<file path="src/rkd_pkg.sv">
// ----------------------------------------------------------------------------
// rkd_pkg
// Shared widths, codes and request/response types of the key derivation core.
// ----------------------------------------------------------------------------
package rkd_pkg;

  // width of the prime inputs actually used
  localparam int PRIME_WIDTH = 32;
  // width of a prime field on the channel
  localparam int FIELD_W     = 32;
  // width of the internal arithmetic word
  localparam int WORD_W      = 64;
  // width of the public exponent register
  localparam int EXP_W       = 32;
  // apb address and data widths
  localparam int CFG_AW      = 3;
  localparam int CFG_DW      = 32;

  localparam logic [EXP_W-1:0] RESET_EXP = 32'd65537;

  // register index codes
  localparam logic REG_PUBLIC_EXP = 1'b0;

  // operations of the shared arithmetic unit
  typedef enum logic [1:0] {
    OP_DIV      = 2'd0,
    OP_MULMOD   = 2'd1,
    OP_MULMOD32 = 2'd2
  } arith_op_t;

  typedef struct packed {
    logic              start;
    arith_op_t         op;
    logic [WORD_W-1:0] opa;
    logic [WORD_W-1:0] opb;
    logic [WORD_W-1:0] opm;
  } arith_req_t;

  typedef struct packed {
    logic              done;
    logic [WORD_W-1:0] quot;
    logic [WORD_W-1:0] rem;
  } arith_rsp_t;

endpackage

</file>
<file path="src/rkd_cfg.sv">
// ----------------------------------------------------------------------------
// rkd_cfg
// APB register slice holding the public exponent.
// ----------------------------------------------------------------------------
module rkd_cfg (
  input  logic                        clk,
  input  logic                        rst_n,
  input  logic                        psel,
  input  logic                        penable,
  input  logic                        pwrite,
  input  logic [rkd_pkg::CFG_AW-1:0]  paddr,
  input  logic [rkd_pkg::CFG_DW-1:0]  pwdata,
  output logic [rkd_pkg::CFG_DW-1:0]  prdata,
  output logic                        pready,
  output logic [rkd_pkg::EXP_W-1:0]   public_exp
);

  logic [rkd_pkg::EXP_W-1:0] exp_r;
  logic                      reg_idx;

  assign reg_idx    = paddr[rkd_pkg::CFG_AW-1];
  assign pready     = 1'b1;
  assign public_exp = exp_r;

  // register write in the access phase
  always_ff @(posedge clk) begin
    if (!rst_n) begin
      exp_r <= rkd_pkg::RESET_EXP;
    end else if (psel && penable && pwrite && reg_idx == rkd_pkg::REG_PUBLIC_EXP) begin
      exp_r <= pwdata[rkd_pkg::EXP_W-1:0];
    end
  end

  // read back
  always_comb begin
    unique case (reg_idx)
      rkd_pkg::REG_PUBLIC_EXP: prdata = rkd_pkg::CFG_DW'(exp_r);
      default:                 prdata = '0;
    endcase
  end

endmodule

</file>
<file path="config.mk">
export PLATFORM = sky130hd
export DESIGN_NAME = rkd_cfg
export DESIGN_NICKNAME = d
export VERILOG_FILES = /design/src/rkd_pkg.sv /design/src/rkd_cfg.sv
export SDC_FILE = /design/constraint.sdc
export NUM_CORES = 1
export LEC_CHECK = 0
export ABC_CLOCK_PERIOD_IN_PS = 1500
export BUFFER_PORTS_ARGS = -buffer_cell sky130_fd_sc_hd__buf_4
export CAP_MARGIN = 20
export CORE_MARGIN = 4
export CORE_UTILIZATION = 44
export CTS_CLUSTER_SIZE = 14
export DETAILED_ROUTE_END_ITERATION = 10
export GPL_TIMING_DRIVEN = 0
export PLACE_DENSITY = 0.84
export SYNTH_ARGS = -nofsm -noshare
export SYNTH_HDL_FRONTEND = slang
export SYNTH_SLANG_ARGS = --single-unit
</file>
<file path="constraint.sdc">
create_clock -name clk -period 1.5 [get_ports clk]
set_input_delay 0.3 -clock clk [delete_from_list [all_inputs] [get_ports clk]]
set_output_delay 0.3 -clock clk [all_outputs]
set_load 0.01 [all_outputs]
</file>
# Word-level counts from Yosys, hierarchy flattened
# Index checks and enable logic that the tools add are counted.
op_classes:
  bitwise: 1
  muxes: 1
  n_reduce_logical: 3
op_table:
  columns: ["op", "n"]
  rows:
  - ["two-way mux 32 bit", 1]
  - ["logical AND 1 bit", 3]
  - ["inverter 1 bit", 1]
word_totals:
  elab_cells: 6
  reg_bits: 32
  inputBits: 40
  out_inout_bits: 65

# Longest topological paths before layout
logic_depth:
  depth_word: 3
  ltp_mapped: 4
  mapped_depth_nobuf: 2

# Worst setup path after synthesis
# OpenSTA, ideal clock, no wires.
synth_timing:
  path_type: "input-to-reg"
  startpoint: "input paddr[2] (netlist name)"
  endpoint: "register exp_r, in the netlist public_exp[0]"
  cell_stages: 4
  required_ns: 1.428
  setup_slack_ns: 0.460
  arrival_time_ns: 0.969
  path_buffers: 2
  setup_time_ns: 0.072
  path_cell_list: "and4b_1 buf_6 buf_12 mux2i_1"
synth_between:
  elab_chain_len: 2
synth_lines:
  columns: ["element", "line_no", "text"]
  rows:
  - ["start, declared", "rkd_cfg.sv:11", "input logic [rkd_pkg::CFG_AW-1:0] paddr,"]
  - ["inverter 1 bit", null, null]
  - ["logical AND 1 bit", "rkd_cfg.sv:29", "end else if (psel && penable && pwrite && reg_idx == rkd_pkg::REG_PUBLIC_EXP) begin"]
  - ["end signal, assigned", "rkd_cfg.sv:28", "exp_r <= rkd_pkg::RESET_EXP;"]
  - ["end signal, assigned", "rkd_cfg.sv:30", "exp_r <= pwdata[rkd_pkg::EXP_W-1:0];"]
  - ["end, declared", "rkd_cfg.sv:18", "logic [rkd_pkg::EXP_W-1:0] exp_r;"]
# No other way between the ends.
# A chain may end at the register's enable or synchronous reset.

# Worst setup path after layout
layout_timing:
  startpoint: "input paddr[2] (netlist name)"
  endpoint: "output prdata[9] (netlist name)"
layout_between:
  elab_chain_len: 1
layout_lines:
  columns: ["element", "line_no", "text"]
  rows:
  - ["two-way mux 32 bit", "rkd_cfg.sv:36", "unique case (reg_idx)"]
  - ["end, declared", "rkd_cfg.sv:13", "output logic [rkd_pkg::CFG_DW-1:0] prdata,"]
# No other way between the ends.

==> impl_metrics.toml <==
[run_status]
status = "completed"

[sta]
min_period_over_period_pct = 91.21
final.setup.tns_ns = 0
rsz0062_at_grt = "false"
clock_skew_ns = 0
finalHoldViolCount = 0
min_period_ns = 1.368
max_freq_ghz = 0.7309
finalSetupViolations = 0
drv_slew = 0

[grt]
grt_use_total_pct = 18.48
grt_max_degree = 11
busiest_layer = "met2"
met1_usage_pct = 20.04
grt_pass1_wl_mm = 6.382
grt_pass1_vias = 1441
overflow = 0
antenna_found_initial = 0
use_met3_pct = 7.987
use_met2_pct = 33.25

[place]
dp_hpwl_mm = 3.139
post_dp_cell_area_mm2 = 0.002356
finalWeightedCongestion = 0.6517
port-buffer-count = 100
dp_cells = 323

[worst_setup_path]
worstSetupPathType = "primary input to output port"
critPathBufInv = 3
path_common_cell = "buf_4"
cp_max_fo = 10
critPathMaxStageDelay_ns = 0.40
cp.required_ns = 1.20
cp-end-kind = "output port"
crit_slowest_cell = "clkbuf_1"
start_kind = "primary input"
critical_path.cell_chain = "buf_4 -> clkbuf_1 -> nor2b_1 -> buf_4"
crit_family = "buffers and inverters"
critPathArrivalTime_ns = 1.07
r2r_slack_ns = 0.85

[die]
rows = 21
die_width_um = 67.31
die-area_mm2 = 0.004531
core_mm2 = 0.003363
start_util_pct = 46.02
ioPinCount = 105
fp.dieH_um = 67.31

[drt]
wirelength_mm = 4.029
vias = 1515
route.detailed.drc = 0
avgRoutedWirePerCell_um = 12.21
firstDrtPassIters = 4
drtAntennaViolNets = 0
via_per_inst = 4.591
drt_iter0_drc = 73

[synth]
synthesis.area_mm2 = 0.001548
ys_types = 12
synth-seq-cells = 32
yosysWarnings = 0
syn_area_per_cell_um2 = 8.744
synth.top_cells.by_area = "dfxtp_1 41%, mux2i_1 21%, nand2_1 15%"
synth-simple-area-share_pct = 30.07
synth_top_family_by_area = "simple AND/OR/NAND/NOR gates"
synth_compound_area_share_pct = 0
ys_seq_area_share_pct = 41.39
synth_top_cell_by_area = "dfxtp_1"
muxShareOfSynthArea_pct = 20.70
netlist_instances = 177
synth_nets = 217
synth_fa_ha_area_share_pct = 0
synth_top_area_share_pct = 41.39
synth-xor-area-share_pct = 0

[flow_run]
maxCapViolations = 0

[cells_and_area]
multi_input_area_um2 = 789.5
drive_above_1_share_pct = 40.49
mostFrequentLayoutCells = "101 x buf_4, 60 x nand2_1, 34 x nor2b_1"
largest_reg_flops = 32
n_antenna_cell = 0
area_delta_synth_final_pct = 56.43
instances_no_fill = 330
fill_cells = 298
layout_commonest_cell = "buf_4"
seqCellArea_um2 = 640.6
final_cell_area_mm2 = 0.002421
fin_nets = 324

[clock_network]
numCtsBuffers = 5
clkTransAtPathRegs_ns = 0.10
clk_latency_ns = 0.32
cts_tree = "built"
cts_max_level = 2
cts_root_buf = "clkbuf_4"
cts-resized-gates = 0
cts.path.max_buffers = 2
cts.sink_count = 32
hold_buffers = 0
cts_setup_buffers = 0

[worst_hold_path]
hp-class = "primary input to register"

[power]
p_leak_nw = 1.122
peakVddDrop_v = 0.0005531
power.density_mw_per_mm2 = 695.6
==> path summary, 6_finish.rpt <==
path | startpoint | endpoint | cells after the start
setup / recovery | paddr[2] | prdata[9] | 4
hold / removal | pwdata[22] | public_exp[22] | 3
setup reg to reg | public_exp[1] | public_exp[1] | 2
hold reg to reg | public_exp[22] | public_exp[22] | 2
==> where the power goes <==
group          total (W)  internal [W]  switching (W)
clock           0.000542      0.000266       0.000276
sequential      0.000881      0.000868      0.0000132
combinational   0.000261      0.000147       0.000115
total            0.00168       0.00128       0.000404
==> per-stage QoR <==
stage | hold slack, ns | power (W) | util [%] | worst slack (ns)
2_1_floorplan | 0.4421 | 0.001020 | - | 0.4598
3_3_place_gp | 0.4561 | 0.001160 | 70.05 | 0.1328
3_5_place_dp | 0.4623 | 0.001165 | 70.05 | 0.1196
4_1_cts | 0.2058 | 0.001705 | 71.99 | 0.1193
5_1_grt | 0.1997 | 0.001772 | 71.99 | 0.03976
6_report | 0.2208 | 0.001684 | 71.99 | 0.1319
==> cells in the mapped netlist <==
cell type and number:
conb_1 1, clkbuf_1 9, buf_12 3, buf_4 1
mux2i_1 32, buf_6 1, and2b_2 2, dfxtp_1 32
and4b_1 1, nand2_1 60, buf_2 1, nor2b_1 34
==> layout make-up <==
| cell class | count | share of cell area (%) |
|---|---|---|
| tap | 46 | 2.377 |
| buffer | 15 | 4.858 |
| clock buffer | 7 | 2.687 |
| multi-input combinational | 130 | 32.61 |
| timing repair buffer | 100 | 31.01 |
| sequential | 32 | 26.46 |
==> routing by layer <==
layer | share of wire (%) | up-vias
li1 | - | 765
met1 | 40 | 673
met2 | 46 | 72
met3 | 13 | 5
met4 | 0.84 | 0
met5 | 0 | -
==> cells by family after synthesis <==
group / after synthesis
AND/OR/NAND/NOR: 97
multiplexers: 32
flip-flops: 32
buffers and inverters: 15
other: 1
==> worst register-to-register path: stages, from the launching register on <==
cell and delay, ns:
dfxtp_1 0.37, nand2_1 0.07, mux2i_1 0.15
(Power assumes the default switching activity.)
